**src/sv/tsv_pkg.sv**
```systemverilog
package tsv_pkg;

  localparam int STARS    = 256;
  localparam int STAR_AW  = $clog2(STARS);
  localparam int VOTE_AW  = 2 * STAR_AW;
  localparam int TRI_MAX  = 4096;
  localparam int TRI_AW   = $clog2(TRI_MAX);
  localparam int CNT_W    = TRI_AW + 1;

  localparam logic [8:0]  STAR_LIM  = 9'(STARS);
  localparam logic [15:0] VOTE_CAP  = 16'hFFFF;
  localparam logic [12:0] MATCH_CAP = 13'h1FFF;

  // register indexes
  localparam logic [2:0] REG_RADIUS    = 3'd0;
  localparam logic [2:0] REG_SCALE_MIN = 3'd1;
  localparam logic [2:0] REG_SCALE_MAX = 3'd2;
  localparam logic [2:0] REG_IMG_CNT   = 3'd3;
  localparam logic [2:0] REG_CAT_CNT   = 3'd4;

  // result status codes
  localparam logic [1:0] STS_DONE = 2'd0;
  localparam logic [1:0] STS_FULL = 2'd1;
  localparam logic [1:0] STS_OOB  = 2'd2;

  typedef enum logic [1:0] {
    CMD_CLEAR = 2'd0,
    CMD_LOAD  = 2'd1,
    CMD_MATCH = 2'd2,
    CMD_READ  = 2'd3
  } cmd_e;

  typedef struct packed {
    logic [1:0]  command;
    logic [16:0] ratio_ba;
    logic [16:0] ratio_ca;
    logic [23:0] longest_side;
    logic [7:0]  vertex_opposite_longest;
    logic [7:0]  vertex_opposite_middle;
    logic [7:0]  vertex_opposite_shortest;
    logic [7:0]  read_image_star;
    logic [7:0]  read_catalog_star;
  } in_item_t;

  typedef struct packed {
    logic [1:0]  status;
    logic [15:0] vote_count;
    logic [12:0] matches_found;
  } out_item_t;

  // decoded job handed from front to back
  typedef struct packed {
    cmd_e        op;
    logic [16:0] ba;
    logic [16:0] ca;
    logic [23:0] side;
    logic [2:0][7:0] vert;
    logic [VOTE_AW-1:0] rd_addr;
    logic        rd_oob;
  } job_t;

  typedef struct packed {
    logic        valid;
    logic [2:0]  index;
    logic [23:0] data;
  } cfg_wr_t;

endpackage

```
**src/sv/tsv_front.sv**
```systemverilog
module tsv_front
  import tsv_pkg::*;
(
  input  logic     clk_i,
  input  logic     rst_ni,
  input  logic     push,
  output logic     full,
  input  in_item_t in_item_i,
  output logic     job_valid_o,
  output job_t     job_o,
  input  logic     job_pop_i
);

  job_t       slot_q [2];
  logic       wr_ptr_q, rd_ptr_q;
  logic [1:0] fill_q;
  logic       wr_en, rd_en;
  job_t       job_d;

  // decode one item into a job
  always_comb begin
    job_d.op      = cmd_e'(in_item_i.command);
    job_d.ba      = in_item_i.ratio_ba;
    job_d.ca      = in_item_i.ratio_ca;
    job_d.side    = in_item_i.longest_side;
    job_d.vert[0] = in_item_i.vertex_opposite_longest;
    job_d.vert[1] = in_item_i.vertex_opposite_middle;
    job_d.vert[2] = in_item_i.vertex_opposite_shortest;
    job_d.rd_addr = {in_item_i.read_image_star[STAR_AW-1:0],
                     in_item_i.read_catalog_star[STAR_AW-1:0]};
    job_d.rd_oob  = ({1'b0, in_item_i.read_image_star} >= STAR_LIM) ||
                    ({1'b0, in_item_i.read_catalog_star} >= STAR_LIM);
  end

  assign full        = (fill_q == 2'd2);
  assign wr_en       = push && !full;
  assign job_valid_o = (fill_q != 2'd0);
  assign rd_en       = job_pop_i && job_valid_o;
  assign job_o       = slot_q[rd_ptr_q];

  // hold decoded beats
  always_ff @(posedge clk_i) begin
    if (wr_en) begin
      slot_q[wr_ptr_q] <= job_d;
    end
  end

  // advance pointers
  always_ff @(posedge clk_i or negedge rst_ni) begin
    if (!rst_ni) begin
      wr_ptr_q <= 1'b0;
      rd_ptr_q <= 1'b0;
      fill_q   <= 2'd0;
    end else begin
      if (wr_en) wr_ptr_q <= !wr_ptr_q;
      if (rd_en) rd_ptr_q <= !rd_ptr_q;
      fill_q <= fill_q + 2'(wr_en) - 2'(rd_en);
    end
  end

endmodule

```
**config.mk**
```make
export PLATFORM = sky130hd
export DESIGN_NAME = tsv_front
export DESIGN_NICKNAME = d
export VERILOG_FILES = /design/src/sv/tsv_pkg.sv /design/src/sv/tsv_front.sv
export SDC_FILE = /design/constraint.sdc
export NUM_CORES = 1
export LEC_CHECK = 0
export BUFFER_PORTS_ARGS = -buffer_cell sky130_fd_sc_hd__buf_2
export CELL_PAD_IN_SITES_DETAIL_PLACEMENT = 0
export CELL_PAD_IN_SITES_GLOBAL_PLACEMENT = 1
export CORE_MARGIN = 3
export CORE_UTILIZATION = 46
export CTS_BUF_LIST = sky130_fd_sc_hd__clkbuf_8
export DETAILED_ROUTE_END_ITERATION = 8
export GPL_TIMING_DRIVEN = 0
export PLACE_DENSITY = 0.85
export SYNTH_ARGS = -nofsm -noshare
export SYNTH_HDL_FRONTEND = slang
export SYNTH_SLANG_ARGS = --single-unit
```
**constraint.sdc**
```tcl
create_clock -name clk_i -period 5.8 [get_ports clk_i]
set_input_delay 0 -clock clk_i [delete_from_list [all_inputs] [get_ports clk_i]]
set_output_delay 0 -clock clk_i [all_outputs]
set_load 0.01 [all_outputs]
```
[Word level (Yosys, flattened, before mapping)]
Memory sizes are Yosys's and may differ from the RTL's.
Index checks and enable logic that the tools add are counted.
Widths: inputs -> output; s select.
Operators by class
  reductions and logical operators: 6
  mux-type cells: 2
  equal/unequal tests: 1
  add/subtract/negate cells: 2
Operators by type and width (number)
  $logic_not 1->1: 3
  $add 2x1->2: 1
  $eq 2x2->1 const B: 1
  $logic_and 1x1->1: 2
  $mux 1: 2
  $reduce_bool 2->1: 1
  $sub 2x1->2: 1
Word-level totals
  flip-flop bits (word level): 4
  output and inout bits: 103
  memories kept: 1
  RAM bits: 200
  bits of input ports: 104
Memories
  slot_q: words 2, width 100, rd ports 1, clocked after memory_dff 0, write ports 1, line tsv_front.sv:14  | job_t slot_q [2];

[Longest topological paths before layout]
Gate-level depths: netlist of run 1.
  depth after elaboration: 5
  mapped depth: 7
  gate-level depth less buffers: 7

[Least setup slack after synthesis of run 1]
OpenSTA, ideal clock, no wires.
  path kind: register to register
  start: reg fill_q[1]
  end: mem slot_q[0][0] (netlist name) (enable)
  clock period less this slack: 5.310 ns
  required time: 5.240 ns
  data arrival time: 4.751 ns
  path buffers: 0
  cell stages (with the launch flop): 4
  library setup time: 0.560 ns
  setup slack: 0.490 ns
  path through: dfrtp_1 > nand2b_1 > nand2_1 > nor2_1
On the way
  word-level cells in the longest chain between the ends: 5
Ends and longest elaborated chain
  start, declared: line tsv_front.sv:16  | logic [1:0] fill_q;
  start signal, assigned: line tsv_front.sv:57  | fill_q <= fill_q + 2'(wr_en) - 2'(rd_en);
  $eq 2x2->1: line tsv_front.sv:35  | assign full = (fill_q == 2'd2);
  $logic_not 1->1: line tsv_front.sv:36  | assign wr_en = push && !full;
  $logic_and 1x1->1: line tsv_front.sv:36
  $mux 1: line tsv_front.sv:43  | if (wr_en) begin
  $mux 1 (not written as such): line tsv_front.sv:44  | slot_q[wr_ptr_q] <= job_d;
  end, declared: line tsv_front.sv:14
Every way passes these cells.

[Worst setup path after layout of run 1]
  start: reg fill_q[1]
  end: mem slot_q[0][23] (netlist name) (enable)
The elaborated chain is that of the path after synthesis.

==> results.md, run 1 <==
Floorplanning:
- The initial core utilization is 47.2%.
- The standard cell core area is 16700 sq um.
- The number of placement rows is 47.
- The floorplan die height is 137 um.
- The full die area is 18700 sq um.
- The die span in x is 137 um.
- During I/O placement, the number of pins put on the boundary was 207.

STA:
- For the final routed database, the setup TNS stands at 0 ns.
- Clock skew on the completed layout was measured at 0.0352 ns.
- Setup violations remaining at the end of the flow were counted as 0.
- The final critical-path required period is 2.15 ns.
- The final-report hold violation count is 0.
- The final critical path takes up 37.1% of the cycle.
- The worst hold margin is 0.223 ns.
- For the pin with the worst max-slew slack, the measured transition is 0.728 ns.
- The number of slew-limit violations in the final report was 0.
- Setup repair after global routing left no endpoint under its margin.
- The remaining max-slew budget at the tightest pin is 51.4%.
- For this run, the top clock speed supported by timing is 0.464 GHz.

GRT:
- The global-route congestion overflow total is 0.
- Entering global routing, the biggest net connects 52 pins.
- The first global-routing pass estimated 23300 um of wire.
- The via count of the first global-routing pass is 4650.
- The initial antenna violation count is 0.
- In the global route stage, overall resource usage came out at 16.2%.

Power:
- Across the VDD grid, the largest voltage drop is 0.391 mV.
- The total power divided by cell area is 463 nW/um^2.
- In this run the static leakage power is 4.51 nW.
- Overall power consumption after layout is estimated at 5.07 mW.

Place:
- Detailed placement ended at an HPWL of 9520 um.
- The routability congestion estimate from global placement is 0.687.
- Port buffering added 205 buffers.

Cells and area:
- Summing all flip-flop and latch instances after layout gives 6110 sq um.
- Summing all multi-input logic gate instances after layout gives 1570 sq um.
- The area added between synthesis and finish is 39.2%.
- At the end of the flow the core is filled with cells to 65.6%.
- Cells with a size suffix above 1 make up 51.7% of the layout.
- The number of antenna diodes in the final layout is 0.
- In the final design database the tool counted 786 nets.
- Counting the fill cells in the layout gives 1130.

Drt:
- In this run, the number of DRC markers left after iteration 0 of detailed routing was 173.
- The antenna violation net count after detailed routing is 0.
- In the final routed layout, each cell accounts on average for 16.5 um.
- For this run, design rule violations remaining after detail routing come to 0.
- The number of detailed-routing iterations run before antenna repair is 4.
- The via total after detailed routing is 4268.
- The detail-routed via count per cell is 4.61.
- The total routed wirelength is 15300 um.

Clock tree:
- The clock tree from TritonCTS is done.
- At the later pin of the worst-skew pair, clock insertion delay measures 0.50 ns.
- The buffer levels on the longest clock path is 3.
- The clock sink count is 204.
- In this run the number of H-tree levels came out at 2.
- The CTS clock-pin slew for the worst setup and hold paths is 0.06 ns.
- In this run the clock root is driven by a clkbuf_8.
- The number of CTS-inserted buffers is 34.

Critical path:
- The setup path with the least slack is of type reg -> reg.
- The required time of the critical path is 5.96 ns.
- The endpoint kind of the worst setup timing path is a flip-flop.
- The worst setup path is launched from a flip-flop.
- At the worst endpoint, the arrival time is 2.32 ns.
- The largest fanout on the critical path is 27.

Synthesis:
- The per-instance average area after synthesis is 23.8 sq um.
- The mapped cell area is 7880 sq um.
- When the netlist entered floorplanning its net count stood at 437.
- The post-synthesis instance total is 331.
- The total of warnings raised by yosys is 0.
- The synthesized design contains 204 register bits.
- The part of the Yosys area used for sequential elements is 77.5%.
- The distinct cell type count after synthesis is 19.

Job:
- Max-cap violations in this run came to 0.

Status:
- The run finished with clean final reports.

Min path:
- The worst hold path class is in -> reg.
-- layout by cell type, fill, tap and decap left out --
master / Yosys / final
clkbuf_8: 0 / 40
conb_1: 1 / 1
and2_1: 1 / 1
clkinv_1: 0 / 3
nand2b_1: 1 / 1
buf_16: 0 / 2
buf_2: 1 / 206
dfrtp_1: 4 / 4
mux2_4: 90 / 90
nand2_1: 1 / 1
mux2_2: 10 / 10
buf_12: 9 / 11
dlygate4sd3_1: 0 / 104
inv_1: 2 / 19
xor2_1: 1 / 1
ha_1: 2 / 2
buf_4: 1 / 1
nor2_4: 0 / 1
and3_4: 0 / 1
buf_6: 1 / 1
xnor2_1: 3 / 3
edfxtp_1: 200 / 200
or2_1: 1 / 1
clkinv_2: 0 / 2
-- through the flow --
| step | setup slack (ns) | cells | area (sq um) |
|---|---|---|---|
| 2_1_floorplan | 0.490 | 331 | 7880 |
| 3_3_place_gp | -1.64 | 756 | 9180 |
| 3_5_place_dp | 3.72 | 760 | 9290 |
| 4_1_cts | 3.65 | 926 | 11000 |
| 5_1_grt | 3.50 | 926 | 11000 |
| 6_report | 3.65 | 926 | 11000 |
-- power by group --
| part | switching [mW] | internal, mW | leakage (nW) | total, mW |
|---|---|---|---|---|
| Sequential | 0.0874 | 2.02 | 1.90 | 2.10 |
| Combinational | 0.852 | 0.976 | 2.22 | 1.83 |
| Clock | 0.515 | 0.625 | 0.391 | 1.14 |
| Total | 1.45 | 3.62 | 4.51 | 5.07 |
-- routing by layer --
metal | vias up | routed length (um) | GRT usage (%)
li1 | 2014 | - | -
met1 | 2045 | 5950 | 19.2
met2 | 168 | 7810 | 27.8
met3 | 41 | 1090 | 4.74
met4 | 0 | 435 | 6.65
met5 | - | 0 | 0
-- timing repair --
item / in CTS / in global routing
hold endpoints to repair: 207 / 0
resized for setup: 0 / 0
buffers inserted: 0 / 0
hold buffers: 104 / 0
-- state kept, by name (all words and copies together), names as in the netlist --
| name | flops |
|---|---|
| fill_q | 2 |
| slot_q | 200 |
| wr_ptr_q | 1 |
| rd_ptr_q | 1 |
-- critical path, cell delays in order, from the launching register on --
cell and delay (ns):
dfrtp_1 0.42, nand2b_1 0.15, nand2_1 0.17, nor2_4 0.59, buf_16 0.26, buf_12 0.21
-- final timing paths --
check                           slack [ns]       endpoint          start  cells after the start
min in group asynchronous             0.41      fill_q[1]         rst_ni                      3
worst min-delay path                  0.22  slot_q[1][17]  in_item_i[33]                      2
worst max register to register        3.65  slot_q[0][23]      fill_q[1]                      5
max in group asynchronous             5.22       rd_ptr_q         rst_ni                      3
worst min register to register        0.56      fill_q[0]      fill_q[0]                      1
worst max-delay path                  3.65  slot_q[0][23]      fill_q[1]                      5
-- layout make-up --
cell class	instances	share of cell area [%]
sequential	204	55.7
timing repair buffer	313	19.7
multi-input combinational	113	14.3
clock buffer	40	5.02
tap	220	2.51
buffer	12	1.86
clock inverter	22	0.776
inverter	2	0.0685
-- cells by family after synthesis --
group,share of synthesized area [%]
buf+inv,2.68
simple gates,0.413
other cells,0.0476
mux,18.6
flops,77.5
xor+xnor,0.445
fa+ha+maj,0.318
-- Yosys cell counts, drive strengths merged --
library cell | instances | share of area, %
nand2b | 1 | 0.079
mux2 | 100 | 19
buf | 12 | 2.6
dfrtp | 4 | 1.3
xor2 | 1 | 0.11
ha | 2 | 0.32
conb | 1 | 0.048
or2 | 1 | 0.079
xnor2 | 3 | 0.33
nand2 | 1 | 0.048
and3 | 1 | 0.079
inv | 2 | 0.095
nor2 | 1 | 0.048
and2 | 1 | 0.079
edfxtp | 200 | 76
Note: power is estimated with default switching activity, not from simulation.
==> inputs of run 2 (changes only) <==
--- a/config.mk
+++ b/config.mk
@@ -9,11 +9,11 @@
 export CELL_PAD_IN_SITES_DETAIL_PLACEMENT = 0
 export CELL_PAD_IN_SITES_GLOBAL_PLACEMENT = 1
 export CORE_MARGIN = 3
-export CORE_UTILIZATION = 46
+export CORE_UTILIZATION = 42
 export CTS_BUF_LIST = sky130_fd_sc_hd__clkbuf_8
 export DETAILED_ROUTE_END_ITERATION = 8
 export GPL_TIMING_DRIVEN = 0
-export PLACE_DENSITY = 0.85
+export PLACE_DENSITY = 0.82
 export SYNTH_ARGS = -nofsm -noshare
 export SYNTH_HDL_FRONTEND = slang
 export SYNTH_SLANG_ARGS = --single-unit
==> constraint.sdc (replaced) <==
create_clock -name clk_i -period 1.8 [get_ports clk_i]
set_input_delay 0 -clock clk_i [delete_from_list [all_inputs] [get_ports clk_i]]
set_output_delay 0 -clock clk_i [all_outputs]
set_load 0.01 [all_outputs]
==> run 2 against run 1 <==
Clock power grew to 3.1 times the previous value. Largest power group unchanged. Sequential share of layout area decreased by 0.090 points. Critical path depth is 2 higher. Non-clock buffer count rose by 3. Sequential power grew to 3.2 times the previous value. First-iteration DRC count decreased by 12%. Largest cell class unchanged.
==> results.md, run 2 (same netlist as run 1, synthesis figures left out) <==
Floorplanning:
- The standard cell core area is 18200 sq um (+9.0%).
- The number of placement rows is 49 (+4.3%).
- The total I/O pin count is 207 (unchanged).
- The floorplan die height was 143 um (+4.4%).
- The full die area is 20400 sq um (+9.1%).
- The initial core utilization is 43.3% (-3.9 points).
- The die span in x is 143 um (+4.4%).

Drt:
- The total routed wirelength came to 16100 um (+5.3%).
- The number of detailed-routing iterations run before antenna repair is 4 (unchanged).
- The per-cell routed wire length is 17.2 um (+4.4%).
- The iteration-0 DRC count of the detailed router was 153 (-12%).
- The detail-routed via count per cell is 4.60 (-0.18%).
- The remaining routing DRC violations was 0 (unchanged).
- The via total after detailed routing came to 4297 (+0.68%).
- The antenna violation net count after detailed routing is 0 (unchanged).

Critical path:
- By startpoint and endpoint, the worst setup path is classified as reg -> reg.
- The critical-path cell with the highest stage delay is dfrtp_2.
- The required time of the critical path is 2.16 ns (-3.80 ns).
- The slack of the worst reg-to-reg path is 0.08 ns (-3.57 ns).
- The worst reg2reg path depth was 7 (+2).
- The worst setup path is captured at a flip-flop.
- The origin of the critical flop-to-flop path is fill_q[1].
- The maximum single-stage delay on the critical path is 0.42 ns (-0.17 ns).
- The largest fanout on the critical path is 3 (-89%).
- The number of buffers and inverters on the critical path is 1 (-1).
- The dominant delay contributor by cell family on the critical path is adder cells.
- The type of element launching the critical path is a flip-flop.
- The critical path goes through or2_1 -> and2_4 -> ha_1 -> inv_1 -> ha_2 -> xnor2_2 -> xnor2_1.
- The capture instance of the worst register-to-register path is fill_q[1].
- The arrival time at the worst endpoint was 2.09 ns (-0.23 ns).

Cells and area:
- The count of antenna diodes in the layout is 0 (unchanged).
- The register bank with the most flops is slot_q.
- The number of flip-flops in the largest register came to 200 (unchanged).
- The final net count was 791 (+0.64%).
- In the layout the commonest cells are 206 x buf_2, 200 x edfxtp_1, 104 x dlygate4sd3_1.
- The area added between synthesis and finish is 39.4%.
- The most frequent standard cell in the layout excluding fill and tap cells is buf_2.
- The layout cell share with drive strength beyond 1 is 53.3% (+1.6 points).
- The largest registers in the layout are slot_q (200), fill_q (2).
- The count of non-filler cells in the finished layout is 934 (+0.86%).

STA:
- The final-report hold violation count was 0 (unchanged).
- The clock skew after layout is 0.0111 ns (-0.0240 ns).
- The number of endpoints failing setup at the final stage is 0 (unchanged).
- The remaining max-slew budget at the tightest pin came to 62.5% (+11 points).
- The share of the cycle needed by the critical path after routing is 95.8% (+59 points).
- The transition time at the pin with the least slew margin is 0.562 ns (-0.166 ns).
- The timing-limited maximum frequency is 0.580 GHz (+25%).
- Setup repair after global routing left no endpoint under its margin.
- The number of slew-limit violations in the final report is 0 (unchanged).
- The worst hold margin is 0.234 ns (+0.0109 ns).
- The accumulated negative setup slack was 0 ns (unchanged).
- The final critical-path required period is 1.72 ns (-0.429 ns).

Min path:
- The worst hold path terminates at slot_q[1][86].
- The tightest min-delay check is of the in -> reg type.
- The hold path depth came to 2 (unchanged).
- In this run the most critical hold path is launched from in_item_i[86].

GRT:
- The via count of the first global-routing pass is 4866 (+4.6%).
- The global routing usage summed across all routing layers is 15.4% (-0.81 points).
- The wire length of the first global-routing pass was 24400 um (+4.4%).
- The initial antenna violation count is 0 (unchanged).
- The global-route congestion overflow total is 0 (unchanged).
- The largest net degree at the start of global routing came to 58 (+12%).

Clock tree:
- The clock tree from TritonCTS is done.
- The clock sink count is 204 (unchanged).
- The clock insertion delay at the later pin of the skew report is 0.49 ns (about the same).
- The CTS clock-pin slew for the worst setup and hold paths is 0.05 ns (about the same).
- The CTS H-tree depth was 2 (unchanged).
- The tree is rooted in a clkbuf_8.
- The buffer levels on the longest clock path is 3 (unchanged).
- The number of CTS-inserted buffers is 34 (unchanged).

Job:
- The number of maximum-capacitance constraint violations came to 0 (unchanged).

Power:
- The leakage power is 4.49 nW (-0.50%).
- The largest voltage drop on the vdd net came to 1.05 mV (+170%).
- The total power divided by cell area was 1490 nW/um^2 (+220%).

Place:
- The number of input and output port buffers inserted was 205 (unchanged).
- The total instance count after detailed placement is 769 (+1.2%).
- The routability congestion estimate from global placement is 0.733 (+6.7%).
- The post-DP HPWL came to 9820 um (+3.2%).

Status:
- The flow ran to the end, and the final reports show no timing, DRC or antenna violations.
==> run 2: what timing repair did <==
item,in CTS,in global routing
endpoints found under the setup margin,90,106
cloned,2,0
pin swaps,2,3
buffers inserted,2,1
endpoints found under the hold margin,206,0
hold buffers,104,0
resized for setup,1,6
==> run 2: worst max path at each step <==
stage / start / end / slack (ns) / depth (start not counted)
floorplan: fill_q[1] / slot_q[0][0] / -0.70 / 3
global placement: fill_q[1] / slot_q[0][67] / -1.45 / 3
detailed placement: fill_q[1] / slot_q[1][65] / -0.13 / 3
CTS: rd_ptr_q / job_o[2] / 0.02 / 4
global route: fill_q[1] / fill_q[1] / 0.002 / 7
finish: fill_q[1] / fill_q[1] / 0.08 / 7
==> run 2: area by class of cell <==
cell class                      count  area, sq um
Tap cell                          229          287
Multi-Input combinational cell    115         1610
Inverter                            2         7.51
Clock inverter                     19         77.6
Clock buffer                       37          509
Timing Repair Buffer              316         2180
Sequential cell                   204         6110
Buffer                             12          213
Fill cell                        1313         7230
==> run 2: metal layers <==
layer | GRT usage (%) | share of wire (%) | vias up | wire [um]
met2 | 28.4 | 54 | 152 | 8660
met5 | 0 | 0 | - | 0
li1 | - | - | 2031 | -
met1 | 16.7 | 37 | 2081 | 5970
met4 | 5.75 | 2.3 | 0 | 363
met3 | 4.66 | 6.8 | 33 | 1100
==> run 2: metrics by stage <==
stage / utilization, % / instance area [sq um] / worst slack, ns / total power, mW
floorplan: - / 7890 / -0.701 / 10.8
global placement: 50.5 / 9200 / -1.45 / 12.4
detailed placement: 51.0 / 9290 / -0.132 / 12.7
CTS: 60.2 / 11000 / 0.0193 / 16.5
global route: 60.3 / 11000 / 0.00203 / 17.2
finish: 60.3 / 11000 / 0.0755 / 16.4
==> run 2: power breakdown <==
part	internal, mW	total, mW	switching [mW]	leakage, nW
Sequential	6.50	6.79	0.295	1.90
Clock	1.87	3.51	1.63	0.338
Combinational	3.24	6.06	2.82	2.25
==> inputs of run 3 (changes only) <==
--- a/config.mk
+++ b/config.mk
@@ -6,14 +6,16 @@
 export NUM_CORES = 1
 export LEC_CHECK = 0
 export BUFFER_PORTS_ARGS = -buffer_cell sky130_fd_sc_hd__buf_2
+export CAP_MARGIN = 5
 export CELL_PAD_IN_SITES_DETAIL_PLACEMENT = 0
 export CELL_PAD_IN_SITES_GLOBAL_PLACEMENT = 1
 export CORE_MARGIN = 3
-export CORE_UTILIZATION = 42
+export CORE_UTILIZATION = 46
 export CTS_BUF_LIST = sky130_fd_sc_hd__clkbuf_8
 export DETAILED_ROUTE_END_ITERATION = 8
 export GPL_TIMING_DRIVEN = 0
-export PLACE_DENSITY = 0.82
+export MAX_ROUTING_LAYER = met4
+export PLACE_DENSITY = 0.85
 export SYNTH_ARGS = -nofsm -noshare
 export SYNTH_HDL_FRONTEND = slang
 export SYNTH_SLANG_ARGS = --single-unit
==> constraint.sdc (replaced) <==
create_clock -name clk_i -period 1.7 [get_ports clk_i]
set_input_delay 0 -clock clk_i [delete_from_list [all_inputs] [get_ports clk_i]]
set_output_delay 0 -clock clk_i [all_outputs]
set_load 0.01 [all_outputs]
==> run 3 against run 2 <==
The flow now finishes with violations (negative setup slack). Wire length increased by 8.1%. Via count increased by 2.0%. Core utilization increased by 9.5 points. First-iteration DRC count decreased by 1.3%. Sequential power increased by 6.5%. Final area increased by 6.1%. Sequential cell count unchanged. Global-route usage increased by 3.3 points. Clock-buffer cell count increased by 2. Non-clock buffer count increased by 9. Critical path type is now reg -> out. Largest power group is now combinational logic.
==> results.md, run 3 (same netlist as run 1, synthesis figures left out) <==
Status:
- The run finished, with violations left.
- The checks that failed: negative setup slack.

Cells and area:
- The largest registers in the layout are slot_q (200), fill_q (2).
- The count of antenna diodes in the layout is 0 (unchanged).
- The area growth from synthesis to layout is 48.0%.
- The register bank with the most flops is slot_q.
- The final net count was 801 (+1.3%).
- The library cells used most frequently in the layout, excluding fill and tap cells, are 200 x edfxtp_1, 123 x buf_2, 104 x dlygate4sd3_1.
- The end-of-flow core utilization is 69.8% (+9.5 points).
- The most frequent standard cell in the layout excluding fill and tap cells is edfxtp_1.
- The total non-filler cell area in the finished layout is 11700 sq um (+6.1%).
- The number of flip-flops in the largest register is 200 (unchanged).
- The layout cell share with drive strength beyond 1 is 54.1% (+0.80 points).

STA:
- The clock skew after layout came to 0.0135 ns (+0.00237 ns).
- Setup repair after global routing could not meet its margin everywhere.
- After layout, the minimum clock period comes to 1.73 ns.
- After layout, the worst path uses 102% of the clock period.
- The number of endpoints failing setup at the final stage is 75 (+75).
- The final-report hold violation count is 0 (unchanged).
- The final critical-path setup slack is -0.0266 ns (-0.102 ns).
- The number of slew-limit violations in the final report is 0 (unchanged).
- The timing-limited maximum frequency is 0.579 GHz.

GRT:
- The initial antenna violation count is 0 (unchanged).
- The global-route congestion overflow total is 0 (unchanged).
- The largest net degree at the start of global routing is 49 (-16%).
- The wire length of the first global-routing pass came to 25500 um (+4.5%).
- The via count of the first global-routing pass was 4879 (+0.27%).
- The global routing usage summed across all routing layers came to 18.7% (+3.3 points).

Drt:
- The detail-routed via count per cell is 4.70 (+2.1%).
- The iteration-0 DRC count of the detailed router is 151 (-1.3%).
- The total routed wirelength came to 17400 um (+8.1%).
- The antenna violation net count after detailed routing is 0 (unchanged).
- The remaining routing DRC violations was 0 (unchanged).
- The via total after detailed routing is 4382 (+2.0%).
- The per-cell routed wire length came to 18.6 um (+8.2%).
- The number of detailed-routing iterations run before antenna repair is 4 (unchanged).

Power:
- The leakage power is 4.75 nW (+5.9%).
- The relative contribution of sequential cells to total power came to 37.8% (-3.7 points).
- The overall power consumption is 19.1 mW (+17%).
- The total power divided by cell area is 1640 nW/um^2 (+10%).
- The switching power is 5.47 mW (+15%).
- The part of the power in combinational logic is 42.2% (+5.2 points).
- The internal power consumption is 13.6 mW (+17%).
- The clock network power share is 20.0% (-1.4 points).
- The fraction of power spent switching nets is 28.6% (-0.42 points).
- The largest voltage drop on the vdd net came to 1.16 mV (+11%).

Floorplanning:
- The full die area was 18700 sq um (-8.3%).
- The initial core utilization is 47.2% (+3.9 points).
- The total I/O pin count is 207 (unchanged).
- The number of placement rows is 47 (-4.1%).
- The floorplan die height was 137 um (-4.3%).
- The standard cell core area was 16700 sq um (-8.3%).
- The die span in x is 137 um (-4.3%).

Clock tree:
- The number of CTS-inserted buffers came to 34 (unchanged).
- The CTS H-tree depth is 2 (unchanged).
- The clock sink count is 204 (unchanged).
- The CTS clock-pin slew for the worst setup and hold paths is 0.06 ns (about the same).
- The clock tree from TritonCTS is done.
- The buffer levels on the longest clock path is 3 (unchanged).
- The cell sitting at the root of the clock tree is a clkbuf_8.
- The clock insertion delay at the later pin of the skew report is 0.49 ns (about the same).

Place:
- The cell area after placement is 9290 sq um (about the same).
- The routability congestion estimate from global placement is 0.748 (+2.0%).
- The number of input and output port buffers inserted is 205 (unchanged).
- The post-DP HPWL is 9830 um (about the same).

Critical path:
- The arrival time at the worst endpoint was 1.73 ns (-0.36 ns).
- The path type of the worst setup path is reg -> out.
- The type of element launching the critical path is a flip-flop.
- The endpoint kind of the worst setup timing path is a primary output.
- The required time of the critical path was 1.70 ns (-0.46 ns).
- The largest fanout on the critical path is 7 (+4).

Min path:
- The worst hold path belongs to the class in -> reg.

Job:
- The number of maximum-capacitance constraint violations is 0 (unchanged).
-- run 3: cell count changes in the layout (fill, tap and decap cells not counted), moves of 2 or more --
cell	before	now
clkbuf_8	37	39
inv_1	10	13
clkinv_2	5	1
buf_12	13	11
ha_4	0	2
buf_6	0	82
buf_2	206	123
buf_4	4	11
clkbuf_16	0	3
clkinv_1	6	2
-- run 3: power by group through the flow --
stage          registers, mW  logic (mW)  clock network (mW)
3_3_place_gp            7.29        5.87                   0
5_1_grt                 7.32        8.52                4.19
4_1_cts                 7.20        7.65                3.94
6_report                7.23        8.06                3.82
2_1_floorplan           7.22        4.16                   0
3_5_place_dp            7.28        6.15                   0
-- run 3: routing by layer --
layer	GRT usage (%)	wire length, um
met1	20.1	6310
met3	4.82	1180
met4	6.32	285
met2	33.5	9620
met5	-	0
-- run 3: path summary, 6_finish.rpt --
kind | cells after the start | to | slack [ns] | startpoint
max reg2reg | 8 | fill_q[1] | 0.04 | fill_q[0]
min reg2reg | 2 | fill_q[0] | 0.71 | fill_q[0]
max in group asynchronous | 3 | rd_ptr_q | 1.05 | rst_ni
min | 2 | slot_q[1][2] | 0.22 | in_item_i[2]
min in group asynchronous | 3 | fill_q[0] | 0.46 | rst_ni
max | 4 | job_o[70] | -0.03 | rd_ptr_q
-- run 3: critical path: stages, from the launching register on --
cell and delay [ns]:
dfrtp_2 0.45, buf_12 0.17, clkbuf_16 0.17, mux2_4 0.31
buf_6 0.12
-- run 3: cell type report --
class	count	area, sq um
timing repair buffer	325	2810
buffer	12	215
clock inverter	15	57.6
sequential	204	6110
inverter	2	7.51
tap	220	275
clock buffer	39	537
multi-input combinational	116	1650
fill	1012	5040
-- run 3: metrics by stage --
stage	cells	hold slack, ns	TNS, ns	setup WS [ns]
finish	933	0.221	-0.924	-0.0266
floorplan	331	-0.296	-131.99	-0.801
detailed placement	760	-0.191	-36.42	-0.404
global placement	756	-0.190	-261.58	-1.52
global route	933	0.198	-7.32	-0.0915
CTS	927	0.178	-3.20	-0.0741
-- run 3: timing repair --
item                       4_1_cts  5_1_grt
hold buffers                   104        0
buffers inserted                 6        4
hold endpoints to repair       207        0
pin swaps                        3        4
gates cloned                     3        3
gates resized for setup         82       23
setup endpoints to repair      291      150
